### src/rtl/ffba_pkg.sv
// Shared types and codes for the first-fit block allocator.
// Depends on nothing; used by the controller, the datapath and the top level.
package ffba_pkg;

  // Action codes
  localparam logic [1:0] ACT_ALLOC   = 2'd0;
  localparam logic [1:0] ACT_FREE    = 2'd1;
  localparam logic [1:0] ACT_REALLOC = 2'd2;
  localparam logic [1:0] ACT_NOP     = 2'd3;

  // Status codes
  localparam logic [1:0] ST_OK    = 2'd0;
  localparam logic [1:0] ST_HEAP  = 2'd1;
  localparam logic [1:0] ST_TABLE = 2'd2;
  localparam logic [1:0] ST_ADDR  = 2'd3;

  typedef struct packed {
    logic [1:0]  action;
    logic [16:0] request_bytes;
    logic [15:0] data_address;
  } item_t;

  typedef struct packed {
    logic [15:0] result_address;
    logic [1:0]  status;
  } result_t;

  // Table write operations
  typedef enum logic [2:0] {
    WR_NONE, WR_SHIFT, WR_REST, WR_SHRINK, WR_APPEND, WR_FREE
  } wr_op_t;

  // Result address source
  typedef enum logic [1:0] {
    ASEL_NONE, ASEL_START, ASEL_TOP
  } asel_t;

  typedef struct packed {
    logic       load;
    logic       scan_clr;
    logic       rd_en;
    logic       rd_k;
    logic       adv;
    logic       fit;
    logic       found_latch;
    logic       k_init;
    logic       k_dec;
    logic       cnt_inc;
    wr_op_t     wr;
    logic       res_set;
    logic [1:0] res_st;
    asel_t      res_sel;
  } ctl_t;

  typedef struct packed {
    logic [1:0] action;
    logic       daddr_zero;
    logic       scan_end;
    logic       hit;
    logic       k_done;
    logic       full;
    logic       heap_ok;
    logic       splittable;
  } sts_t;

endpackage

### src/rtl/first_fit_block_allocator_core.sv
// Top level of the first-fit block allocator: controller plus datapath.
// Depends on ffba_pkg, ffba_ctrl and ffba_datapath.
//
// Usage: drive item (action, request_bytes, data_address) and raise start
// while busy is low; that edge accepts the beat. busy stays high until the
// result beat has been shown. Each item gives exactly one result beat on
// result (result_address, status), marked by done for one cycle; the
// receiver takes it at that edge and cannot stall it.
// Sequencing: a table scan visits each entry in two states (S_SCAN_RD reads
// the memory, S_SCAN_EV compares), and a split shifts the entries above the
// split point one at a time (S_SHIFT_RD, S_SHIFT_WR) before it writes the
// remainder and the shrunk entry. After the done cycle the controller returns
// to idle before the next beat is accepted. One item is in flight at a time.
// Reset: rst (synchronous) empties the table and sets the heap top to zero;
// no clearing pass is needed, entries beyond the block count are unused.
module first_fit_block_allocator_core #(
  parameter int HEAP_BYTES   = 65536,
  parameter int MAX_BLOCKS   = 64,
  parameter int HEADER_BYTES = 24
) (
  input  logic              clk,
  input  logic              rst,
  input  logic              start,
  output logic              busy,
  input  ffba_pkg::item_t   item,
  output logic              done,
  output ffba_pkg::result_t result
);

  ffba_pkg::ctl_t ctl;
  ffba_pkg::sts_t sts;

  ffba_ctrl u_ctrl (
    .clk   (clk),
    .rst   (rst),
    .start (start),
    .sts   (sts),
    .ctl   (ctl),
    .busy  (busy),
    .done  (done)
  );

  ffba_datapath #(
    .HEAP_BYTES   (HEAP_BYTES),
    .MAX_BLOCKS   (MAX_BLOCKS),
    .HEADER_BYTES (HEADER_BYTES)
  ) u_dp (
    .clk    (clk),
    .rst    (rst),
    .item   (item),
    .ctl    (ctl),
    .sts    (sts),
    .result (result)
  );

endmodule

### src/rtl/ffba_datapath.sv
// Datapath of the first-fit block allocator: block table memory, scan
// position, heap top, split shifter index and result registers. Uses ffba_pkg.
module ffba_datapath #(
  parameter int HEAP_BYTES   = 65536,
  parameter int MAX_BLOCKS   = 64,
  parameter int HEADER_BYTES = 24
) (
  input  logic            clk,
  input  logic            rst,
  input  ffba_pkg::item_t item,
  input  ffba_pkg::ctl_t  ctl,
  output ffba_pkg::sts_t  sts,
  output ffba_pkg::result_t result
);

  localparam int HW = $clog2(HEAP_BYTES + 1);
  localparam int SW = (HW > 17) ? HW : 17;
  localparam int XW = SW + 2;
  localparam int IW = $clog2(MAX_BLOCKS);
  localparam int CW = $clog2(MAX_BLOCKS + 1);
  localparam logic [XW-1:0] HDR_X  = XW'(HEADER_BYTES);
  localparam logic [XW-1:0] HEAP_X = XW'(HEAP_BYTES);

  // Table entry: {free, size}
  logic [SW:0] mem [MAX_BLOCKS];
  logic [SW:0] rdata;

  logic [1:0]    act;
  logic [16:0]   req;
  logic [15:0]   daddr;
  logic [CW-1:0] idx;
  logic [XW-1:0] pos;
  logic [CW-1:0] k;
  logic [IW-1:0] fidx;
  logic [XW-1:0] fstart;
  logic [SW-1:0] fsize;
  logic [CW-1:0] count;
  logic [XW-1:0] top;
  logic [15:0]   res_addr;
  logic [1:0]    res_st;

  logic [XW-1:0] req_x, size_x, fsize_x, need_x, start_addr, top_addr;
  logic [CW-1:0] km1;
  logic [IW-1:0] raddr, waddr;
  logic [SW:0]   wdata;
  logic          we;

  assign req_x      = XW'(req);
  assign size_x     = XW'(rdata[SW-1:0]);
  assign fsize_x    = XW'(fsize);
  assign need_x     = req_x + HDR_X;
  assign start_addr = fstart + HDR_X;
  assign top_addr   = top + HDR_X;
  assign km1        = k - CW'(1);
  assign raddr      = ctl.rd_k ? km1[IW-1:0] : idx[IW-1:0];

  // Status toward the controller
  always_comb begin
    sts.action     = act;
    sts.daddr_zero = (daddr == '0);
    sts.scan_end   = (idx == count);
    sts.hit        = ctl.fit ? (rdata[SW] && (size_x > need_x))
                             : ((pos + HDR_X) == XW'(daddr));
    sts.k_done     = (k == (CW'(fidx) + CW'(1)));
    sts.full       = (count == CW'(MAX_BLOCKS));
    sts.heap_ok    = ((top + need_x) <= HEAP_X);
    sts.splittable = (fsize_x > need_x);
  end

  // Table write port select
  always_comb begin
    we    = 1'b1;
    waddr = k[IW-1:0];
    wdata = rdata;
    case (ctl.wr)
      ffba_pkg::WR_SHIFT:  begin
        waddr = k[IW-1:0];
        wdata = rdata;
      end
      ffba_pkg::WR_REST:   begin
        waddr = k[IW-1:0];
        wdata = {1'b1, SW'(fsize_x - need_x)};
      end
      ffba_pkg::WR_SHRINK: begin
        waddr = fidx;
        wdata = {1'b0, SW'(req)};
      end
      ffba_pkg::WR_APPEND: begin
        waddr = count[IW-1:0];
        wdata = {1'b0, SW'(req)};
      end
      ffba_pkg::WR_FREE:   begin
        waddr = fidx;
        wdata = {1'b1, fsize};
      end
      default: we = 1'b0;
    endcase
  end

  // Block table memory
  always_ff @(posedge clk) begin
    if (we) mem[waddr] <= wdata;
    if (ctl.rd_en) rdata <= mem[raddr];
  end

  // Table bookkeeping
  always_ff @(posedge clk) begin
    if (rst) begin
      count <= '0;
      top   <= '0;
    end else begin
      if (ctl.wr == ffba_pkg::WR_APPEND) begin
        count <= count + CW'(1);
        top   <= top + need_x;
      end else if (ctl.cnt_inc) begin
        count <= count + CW'(1);
      end
    end
  end

  // Item, scan, found-entry, shift index and result registers
  always_ff @(posedge clk) begin
    if (ctl.load) begin
      act   <= item.action;
      req   <= item.request_bytes;
      daddr <= item.data_address;
    end
    if (ctl.scan_clr) begin
      idx <= '0;
      pos <= '0;
    end else if (ctl.adv) begin
      idx <= idx + CW'(1);
      pos <= pos + HDR_X + size_x;
    end
    if (ctl.found_latch) begin
      fidx   <= idx[IW-1:0];
      fstart <= pos;
      fsize  <= rdata[SW-1:0];
    end
    if (ctl.k_init) k <= count;
    else if (ctl.k_dec) k <= km1;
    if (ctl.res_set) begin
      res_st <= ctl.res_st;
      case (ctl.res_sel)
        ffba_pkg::ASEL_START: res_addr <= start_addr[15:0];
        ffba_pkg::ASEL_TOP:   res_addr <= top_addr[15:0];
        default:              res_addr <= '0;
      endcase
    end
  end

  assign result.result_address = res_addr;
  assign result.status         = res_st;

endmodule

### src/rtl/ffba_ctrl.sv
// Controller of the first-fit block allocator: sequences decode, table
// scan, free, entry shift, split and append. Uses ffba_pkg.
module ffba_ctrl (
  input  logic           clk,
  input  logic           rst,
  input  logic           start,
  input  ffba_pkg::sts_t sts,
  output ffba_pkg::ctl_t ctl,
  output logic           busy,
  output logic           done
);

  typedef enum logic [3:0] {
    S_IDLE, S_DECODE, S_SCAN_RD, S_SCAN_EV, S_ACT, S_APPEND, S_FREE_OLD,
    S_SHIFT_RD, S_SHIFT_WR, S_SPLIT_A, S_SPLIT_B, S_FINISH
  } state_t;

  state_t state, state_next;
  logic   fit, fit_next;
  logic   found, found_next;

  assign busy = (state != S_IDLE);
  assign done = (state == S_FINISH);

  // Next state and datapath commands
  always_comb begin
    state_next      = state;
    fit_next        = fit;
    found_next      = found;
    ctl             = '0;
    ctl.wr          = ffba_pkg::WR_NONE;
    ctl.res_sel     = ffba_pkg::ASEL_NONE;
    ctl.res_st      = ffba_pkg::ST_OK;
    ctl.fit         = fit;
    unique case (state)
      S_IDLE: begin
        if (start) begin
          ctl.load   = 1'b1;
          state_next = S_DECODE;
        end
      end
      S_DECODE: begin
        found_next = 1'b0;
        if (sts.action == ffba_pkg::ACT_NOP ||
            (sts.action == ffba_pkg::ACT_FREE && sts.daddr_zero)) begin
          ctl.res_set = 1'b1;
          state_next  = S_FINISH;
        end else if (sts.action == ffba_pkg::ACT_ALLOC || sts.daddr_zero) begin
          if (sts.full) begin
            ctl.res_set = 1'b1;
            ctl.res_st  = ffba_pkg::ST_TABLE;
            state_next  = S_FINISH;
          end else begin
            fit_next     = 1'b1;
            ctl.scan_clr = 1'b1;
            state_next   = S_SCAN_RD;
          end
        end else begin
          fit_next     = 1'b0;
          ctl.scan_clr = 1'b1;
          state_next   = S_SCAN_RD;
        end
      end
      S_SCAN_RD: begin
        if (sts.scan_end) begin
          if (fit) begin
            state_next = S_APPEND;
          end else begin
            ctl.res_set = 1'b1;
            ctl.res_st  = ffba_pkg::ST_ADDR;
            state_next  = S_FINISH;
          end
        end else begin
          ctl.rd_en  = 1'b1;
          state_next = S_SCAN_EV;
        end
      end
      S_SCAN_EV: begin
        if (sts.hit) begin
          ctl.found_latch = 1'b1;
          state_next      = S_ACT;
        end else begin
          ctl.adv    = 1'b1;
          state_next = S_SCAN_RD;
        end
      end
      S_ACT: begin
        found_next = 1'b1;
        if (fit) begin
          ctl.k_init = 1'b1;
          state_next = S_SHIFT_RD;
        end else if (sts.action == ffba_pkg::ACT_FREE) begin
          ctl.wr      = ffba_pkg::WR_FREE;
          ctl.res_set = 1'b1;
          state_next  = S_FINISH;
        end else if (sts.full) begin
          ctl.res_set = 1'b1;
          ctl.res_st  = ffba_pkg::ST_TABLE;
          state_next  = S_FINISH;
        end else if (sts.splittable) begin
          ctl.k_init = 1'b1;
          state_next = S_SHIFT_RD;
        end else begin
          state_next = S_APPEND;
        end
      end
      S_APPEND: begin
        ctl.res_set = 1'b1;
        if (!sts.heap_ok) begin
          ctl.res_st = ffba_pkg::ST_HEAP;
          state_next = S_FINISH;
        end else begin
          ctl.wr      = ffba_pkg::WR_APPEND;
          ctl.res_sel = ffba_pkg::ASEL_TOP;
          state_next  = found ? S_FREE_OLD : S_FINISH;
        end
      end
      S_FREE_OLD: begin
        ctl.wr     = ffba_pkg::WR_FREE;
        state_next = S_FINISH;
      end
      S_SHIFT_RD: begin
        if (sts.k_done) begin
          state_next = S_SPLIT_A;
        end else begin
          ctl.rd_en  = 1'b1;
          ctl.rd_k   = 1'b1;
          state_next = S_SHIFT_WR;
        end
      end
      S_SHIFT_WR: begin
        ctl.wr     = ffba_pkg::WR_SHIFT;
        ctl.k_dec  = 1'b1;
        state_next = S_SHIFT_RD;
      end
      S_SPLIT_A: begin
        ctl.wr     = ffba_pkg::WR_REST;
        state_next = S_SPLIT_B;
      end
      S_SPLIT_B: begin
        ctl.wr      = ffba_pkg::WR_SHRINK;
        ctl.cnt_inc = 1'b1;
        ctl.res_set = 1'b1;
        ctl.res_sel = ffba_pkg::ASEL_START;
        state_next  = S_FINISH;
      end
      S_FINISH: state_next = S_IDLE;
      default:  state_next = S_IDLE;
    endcase
  end

  // State register
  always_ff @(posedge clk) begin
    if (rst) begin
      state <= S_IDLE;
      fit   <= 1'b0;
      found <= 1'b0;
    end else begin
      state <= state_next;
      fit   <= fit_next;
      found <= found_next;
    end
  end

endmodule

### config.mk
export PLATFORM = sky130hd
export DESIGN_NAME = first_fit_block_allocator_core
export DESIGN_NICKNAME = d
export VERILOG_FILES = /design/src/rtl/ffba_pkg.sv /design/src/rtl/first_fit_block_allocator_core.sv /design/src/rtl/ffba_datapath.sv /design/src/rtl/ffba_ctrl.sv
export SDC_FILE = /design/constraint.sdc
export NUM_CORES = 2
export LEC_CHECK = 0
export BUFFER_PORTS_ARGS = -buffer_cell sky130_fd_sc_hd__buf_2
export CAP_MARGIN = 0
export CORE_MARGIN = 4
export CORE_UTILIZATION = 50
export CTS_BUF_LIST = sky130_fd_sc_hd__clkbuf_4
export DETAILED_ROUTE_END_ITERATION = 7
export PLACE_DENSITY_LB_ADDON = 0.05
export SKIP_CTS_REPAIR_TIMING = 1
export SLEW_MARGIN = 10
export SYNTH_ARGS = -nofsm -noshare
export SYNTH_HDL_FRONTEND = slang
export SYNTH_SLANG_ARGS = --single-unit
export TNS_END_PERCENT = 5
### constraint.sdc
create_clock -name clk -period 20.5 [get_ports clk]
set_clock_uncertainty 0.1 [all_clocks]
set_input_delay 2.05 -clock clk [delete_from_list [all_inputs] [get_ports clk]]
set_output_delay 2.05 -clock clk [all_outputs]
set_load 0.01 [all_outputs]
# == Yosys cells after proc, flatten, opt, wreduce, memory -nomap -nowiden ==
# Memories as Yosys holds them, arrays and structs flattened. A register that Yosys moved wholly into a read port is not among the register bits.
# Index checks and enable logic that the tools add are counted.
# totals
register_bits,157
mem_bits_rw,1152
output_inout_bits,20
word_cells,143
memories,1
# mem_list
memory,words,word_bits,read_ports,rd_ports_with_merged_regs,write_ports,line_no,source
u_dp.mem,64,18,1,1,1,ffba_datapath.sv:25,logic [SW:0] mem [MAX_BLOCKS];
# op_classes
add_sub_neg,11
order_cmp,3
n_eq_ne,26
mux,68
bitwise_logic,1
reduce_logical,17
# op_table
cell,n
18-bit one-hot mux with 3 select lines,1
4-bit two-way mux,11
4-bit one-hot mux with 10 select lines,1
17-bit by 18-bit greater-than comparator with 1-bit output,2
16-bit by 5-bit adder with 16-bit output (second input constant),2
16-bit one-hot mux with 2 select lines,1
1-bit two-way mux,29
7-bit two-way mux,4
3-bit two-way mux,7
19-bit by 17-bit adder with 19-bit output,1
19-bit by 18-bit adder with 19-bit output,1
19-bit by 5-bit adder with 19-bit output (second input constant),1
19-bit by 16-bit equality test with 1-bit output,1
19-bit by 17-bit <= comparator with 1-bit output (second input constant),1
17-bit by 5-bit adder with 18-bit output (second input constant),1
3-bit one-hot mux with 6 select lines,1
17-bit subtractor,1
4-bit by 3-bit equality test with 1-bit output (second input constant),4
4-bit equality test (second input constant),4
16-bit logical NOT,1
7-bit by 1-bit adder with 7-bit output (second input constant),2
7-bit equality test,2
6-bit two-way mux,2
6-bit one-hot mux with 2 select lines,1
other kinds (26),44

# == Longest topological paths before layout ==
# depth
word_depth,10
depth_mapped,29

# == By module ==
# Synthesis repeated with hierarchy kept, for this count alone.
# unflattened
hier_cells,3231
hier_area_um2,56235.2
# modules_own_cells
mod,instances,cells_per_inst,area_per_inst_um2
ffba_datapath,1,3133,55585.8
ffba_ctrl,1,98,649.4

# == Worst setup path before layout ==
# Ideal clock, no wire load.
# synth_path
path_kind,register -> register
from,register u_dp.req[3]
to,memory u_dp.mem[0][3] (netlist bit) (data pin)
setup_time_ns,0.702
t_arrival_ns,6.608
slack_ns,13.090
stages_incl_launch_ff,20
n_path_buf,2
path_cell_list,edfxtp_1 > inv_1 > ha_1 > nor2b_1 > and4_1 > xor2_1 > ha_1 > nand3_1 > nor2_1 > a2111o_1 > o21a_1 > o31a_1 > a21oi_1 > o41ai_2 > nand3_1 > inv_1 > or3_1 > clkbuf_1 > buf_2 > o21ai_0
# synth_via
elab_chain_len,8
word_cells_on_any_way,12
cone_classes,add/sub: 3; order compare: 1; eq/ne: 4; mux: 3; reduce/logical: 1
# synth_lines
item,line_no,source
start: declaration,ffba_datapath.sv:29,logic [16:0] req;
start signal: assignment,ffba_datapath.sv:125,req <= item.request_bytes;
17-bit by 5-bit adder with 18-bit output,ffba_datapath.sv:51,assign need_x = req_x + HDR_X;
19-bit by 18-bit adder with 19-bit output,ffba_datapath.sv:66,sts.heap_ok = ((top + need_x) <= HEAP_X);
19-bit by 17-bit <= comparator with 1-bit output,ffba_datapath.sv:66,
3-bit two-way mux,ffba_ctrl.sv:109,if (!sts.heap_ok) begin
3-bit one-hot mux with 6 select lines,ffba_ctrl.sv:35,unique case (state)
3-bit by 2-bit equality test with 1-bit output or 3-bit equality test (tied branches),ffba_datapath.sv:75,case (ctl.wr)
2-bit OR reduction (no source line),n/a,
18-bit one-hot mux with 3 select lines *,ffba_datapath.sv:75,
named net u_dp.wdata[3],ffba_datapath.sv:45,logic [SW:0] wdata;
end: declaration,ffba_datapath.sv:25,
# Mark *: on every way through the listed nets, which the timed path passes. The rest lies on a longest branch.

# == Worst setup path after layout ==
# layout_path
from,register u_dp.req[3]
to,memory u_dp.mem[23][2] (netlist bit) (data pin)
# layout_via
elab_chain_len,8
word_cells_on_any_way,11
cone_classes,add/sub: 2; order compare: 1; eq/ne: 4; mux: 3; reduce/logical: 1
# layout_lines
item,line_no
17-bit by 5-bit adder with 18-bit output *,ffba_datapath.sv:51
19-bit by 18-bit adder with 19-bit output *,ffba_datapath.sv:66
19-bit by 17-bit <= comparator with 1-bit output *,ffba_datapath.sv:66
3-bit two-way mux *,ffba_ctrl.sv:109
3-bit one-hot mux with 6 select lines *,ffba_ctrl.sv:35
3-bit by 2-bit equality test with 1-bit output or 3-bit equality test (tied branches),ffba_datapath.sv:75
2-bit OR reduction (no source line),n/a
18-bit one-hot mux with 3 select lines *,ffba_datapath.sv:75
named net u_dp.wdata[2],ffba_datapath.sv:45
# Marked as above.

==> out/qor.csv <==
stage;metric;value;unit
die;die-area;119000;um2
setup_path;cp_slowest_stage_delay;1010;ps
clock_network;cts_root_buf;clkbuf_4;
setup_path;criticalPathCategory;flop to flop;
clock_network;worst_skew_pair.late_latency;1290;ps
pwr;cellLeakagePower;22.1;nW
die;die-height;345;um
placement;hpwlAfterDp;101;mm
setup_path;cp.required;21300;ps
sta;max_freq;0.129;GHz
routing;num_vias;38313;
layout;regArea;39300;um2
setup_path;crit_path_end_kind;flop;
synthesis;syn_avg_cell_area;12.8;um2
synthesis;synth.ff_latch_count;1327;
sta;setup_violations;0;
synthesis;synth_edf_count;1269;
global_route;grt_overflow;0;
setup_path;reg2reg_slack;12750;ps
routing;viasPerCell;5.96;
placement;port_buffers;57;
layout;fin_nets;4810;
setup_path;worst-path-max-fanout;36;
sta;slew_violations;0;
sta;rsz0062_at_grt;no;
synthesis;synth-main-ff-cell;edfxtp_1;
clock_network;cts_max_level;5;
synthesis;yosys_warnings;0;
synthesis;syn_area;56800;um2
worst_hold_path;hold_class;flop to flop;
global_route;grt_pass1_wl;239;mm
die;start_util;0.504;
routing;wl_per_cell;25.4;um
pwr;fin_total_pwr;0.00701;W
pwr;power.density;110;nW/um2
clock_network;clk_path_buf_depth;4;
layout;multi_input_area;16800;um2
sta;tns;0;ps
clock_network;clk_pin_slew_worst_paths;60;ps
clock_network;clock-sinks;1327;
placement;gp_congestion;0.927;
setup_path;cp.arrival;8550;ps
die;die_w;345;um
die;rows;123;
setup_path;path_buf_inv;5;
sta;period_share;0.378;
global_route;antenna_found_initial;9;
routing;postRouteAntennaNets;0;
synthesis;ys_types;77;
setup_path;cp_top_family;simple AND/OR/NAND/NOR gates;
die;io_pins;58;
synthesis;yosysSeqAreaShare;0.691;
sta;tightest_slew;1190;ps
synthesis;async_flop_share;0;
synthesis;syn_nets;4555;
clock_network;tritoncts;done;
layout;drive_gt1_frac;0.167;
sta;finalHoldViolations;0;
setup_path;start_kind;flop;
synthesis;syn-instance-count;4435;
routing;dr.pass1.iters;8;
routing;drtIter0Drc;3665;
flow_run;maxCapViolCount;0;
global_route;grt_pass1_vias;36314;
sta;fin_crit;7750;ps
setup_path;worstPathCellList;inv_1, ha_1, nor2b_1, and4_1, xor2_1, ha_1, nand3_1, nor2_1, a2111o_1, a211oi_1, nor2_1, or4_1, o41ai_2, nand3_1, buf_4, inv_1, buf_4, or3_2, nor2_1, a21oi_4, buf_4;
pwr;ir_drop;66.0;uV
outcome;outcome;finished clean;
layout;fillers;9511;
clock_network;cts_made_buffers;360;
layout;area_growth;11.7;%
die;coreArea;113000;um2
global_route;grt_max_degree;153;
setup_path;critPathSlowestCell;or3_2;
routing;wl;164;mm
global_route;grt_util_all_layers;0.268;
sta;relSlewSlack;0.206;
routing;drc_errors;0;
-- cell usage after synthesis (52+ instances only) --
cell | instances | area, um2
nand2_1 | 953 | 3580
edfxtp_1 | 1269 | 38100
nand4_1 | 59 | 369
o21ai_0 | 61 | 305
a21oi_1 | 96 | 480
and3_1 | 148 | 926
nor2_1 | 213 | 800
xnor2_1 | 77 | 674
clkbuf_1 | 194 | 728
a31oi_1 | 110 | 688
dfxtp_1 | 58 | 1160
xor2_1 | 54 | 473
a311oi_1 | 103 | 902
inv_1 | 52 | 195
ha_1 | 79 | 988
a211oi_1 | 106 | 796
nand3_1 | 224 | 1120
mux2i_1 | 103 | 1030
-- power by group --
group / internal (W) / switching (W)
sequential: 0.00319 / 0.0000748
combinational: 0.000422 / 0.00109
clock: 0.00119 / 0.00104
total: 0.00480 / 0.00221
-- worst register-to-register path: stages (launching register included) --
cell      delay (ps)
edfxtp_1         470
inv_1            110
ha_1             240
nor2b_1          250
and4_1           240
xor2_1           250
ha_1             350
nand3_1          220
nor2_1            90
a2111o_1         450
a211oi_1         250
nor2_1            80
or4_1            580
o41ai_2          290
nand3_1          150
buf_4            270
inv_1             90
buf_4            360
or3_2           1010
nor2_1           180
a21oi_4          800
buf_4            590
-- state kept, by name, summed over array words and instances (netlist names), 17 cells and up --
name / flops
u_dp.rdata: 18
u_dp.mem: 1152
u_dp.req: 17
u_dp.top: 19
u_dp.fsize: 17
u_dp.pos: 19
-- placed cells by master, fill, tap and decap left out, types with 7 or more instances in the layout --
master / n
mux2i_1: 103
and3_1: 147
inv_1: 52
o211ai_1: 27
nand4_1: 59
a31oi_1: 109
edfxtp_1: 1269
nor3_1: 36
a21o_1: 25
buf_2: 57
a311oi_1: 103
o21ai_0: 59
diode_2: 11
nor2_2: 49
a211oi_1: 106
o2111ai_1: 18
nor2_1: 164
a21oi_1: 81
o31ai_1: 7
clkinv_1: 55
nor2b_1: 17
dfxtp_1: 58
o22ai_1: 35
xor2_1: 54
nand3b_1: 7
o21a_1: 11
nand2b_1: 17
nor4_1: 15
nand3_1: 223
clkbuf_4: 526
xnor2_1: 77
a222oi_1: 15
nand2_1: 951
and4_1: 20
a31o_2: 18
ha_1: 79
or3_1: 12
buf_4: 98
a21oi_4: 15
-- worst paths after layout --
| path | startpoint | endpoint | cells past startpoint |
|---|---|---|---|
| setup / recovery | u_dp.req[3]$_DFFE_PP_ | u_dp.mem[23][2]$_DFFE_PP_ | 21 |
| hold / removal | u_dp.pos[13]$_SDFFE_PP0P_ | u_dp.fstart[13]$_DFFE_PP_ | 0 |
| setup reg to reg | u_dp.req[3]$_DFFE_PP_ | u_dp.mem[23][2]$_DFFE_PP_ | 21 |
| hold reg to reg | u_dp.pos[13]$_SDFFE_PP0P_ | u_dp.fstart[13]$_DFFE_PP_ | 0 |
-- through the flow --
stage	cell area [um2]	hold slack (ps)	std cells	utilization	setup WS [ps]
after floorplan	56800	306	4435	-	13090
after global placement	59200	328	5828	0.525	12870
after detailed placement	59200	324	5828	0.525	12810
after CTS	63400	354	6421	0.563	12760
after global routing	63400	361	6428	0.563	12300
final	63500	344	6432	0.563	12750
-- cell families (layout without fill, tap and decap cells) --
family	after synthesis	after routing	synth area share
adders and majority gates	82	82	0.0185
DFF	1327	1327	0.691
muxes	109	109	0.0193
AOI/OAI and AO/OA	706	706	0.0897
xor gates and xnor gates	132	132	0.0206
other	0	11	0
buffers and inverters	317	803	0.0216
and+or+nand+nor	1762	1762	0.139
-- metal layers --
metal	vias up	part of all wire	global-route usage
li1	17467	-	-
met1	18980	0.43	0.379
met2	1571	0.45	0.407
met3	291	0.080	0.0581
met4	4	0.035	0.108
met5	-	0.00015	0
-- final cells by class --
cell class | instances | share of cell area
Antenna cell | 11 | 0.000434
Timing Repair Buffer | 157 | 0.0167
Clock inverter | 67 | 0.00493
Sequential cell | 1327 | 0.619
Clock buffer | 526 | 0.0622
Multi-Input combinational cell | 2791 | 0.264
Tap cell | 1500 | 0.0296
Inverter | 53 | 0.00314
(Power assumes the default switching activity.)
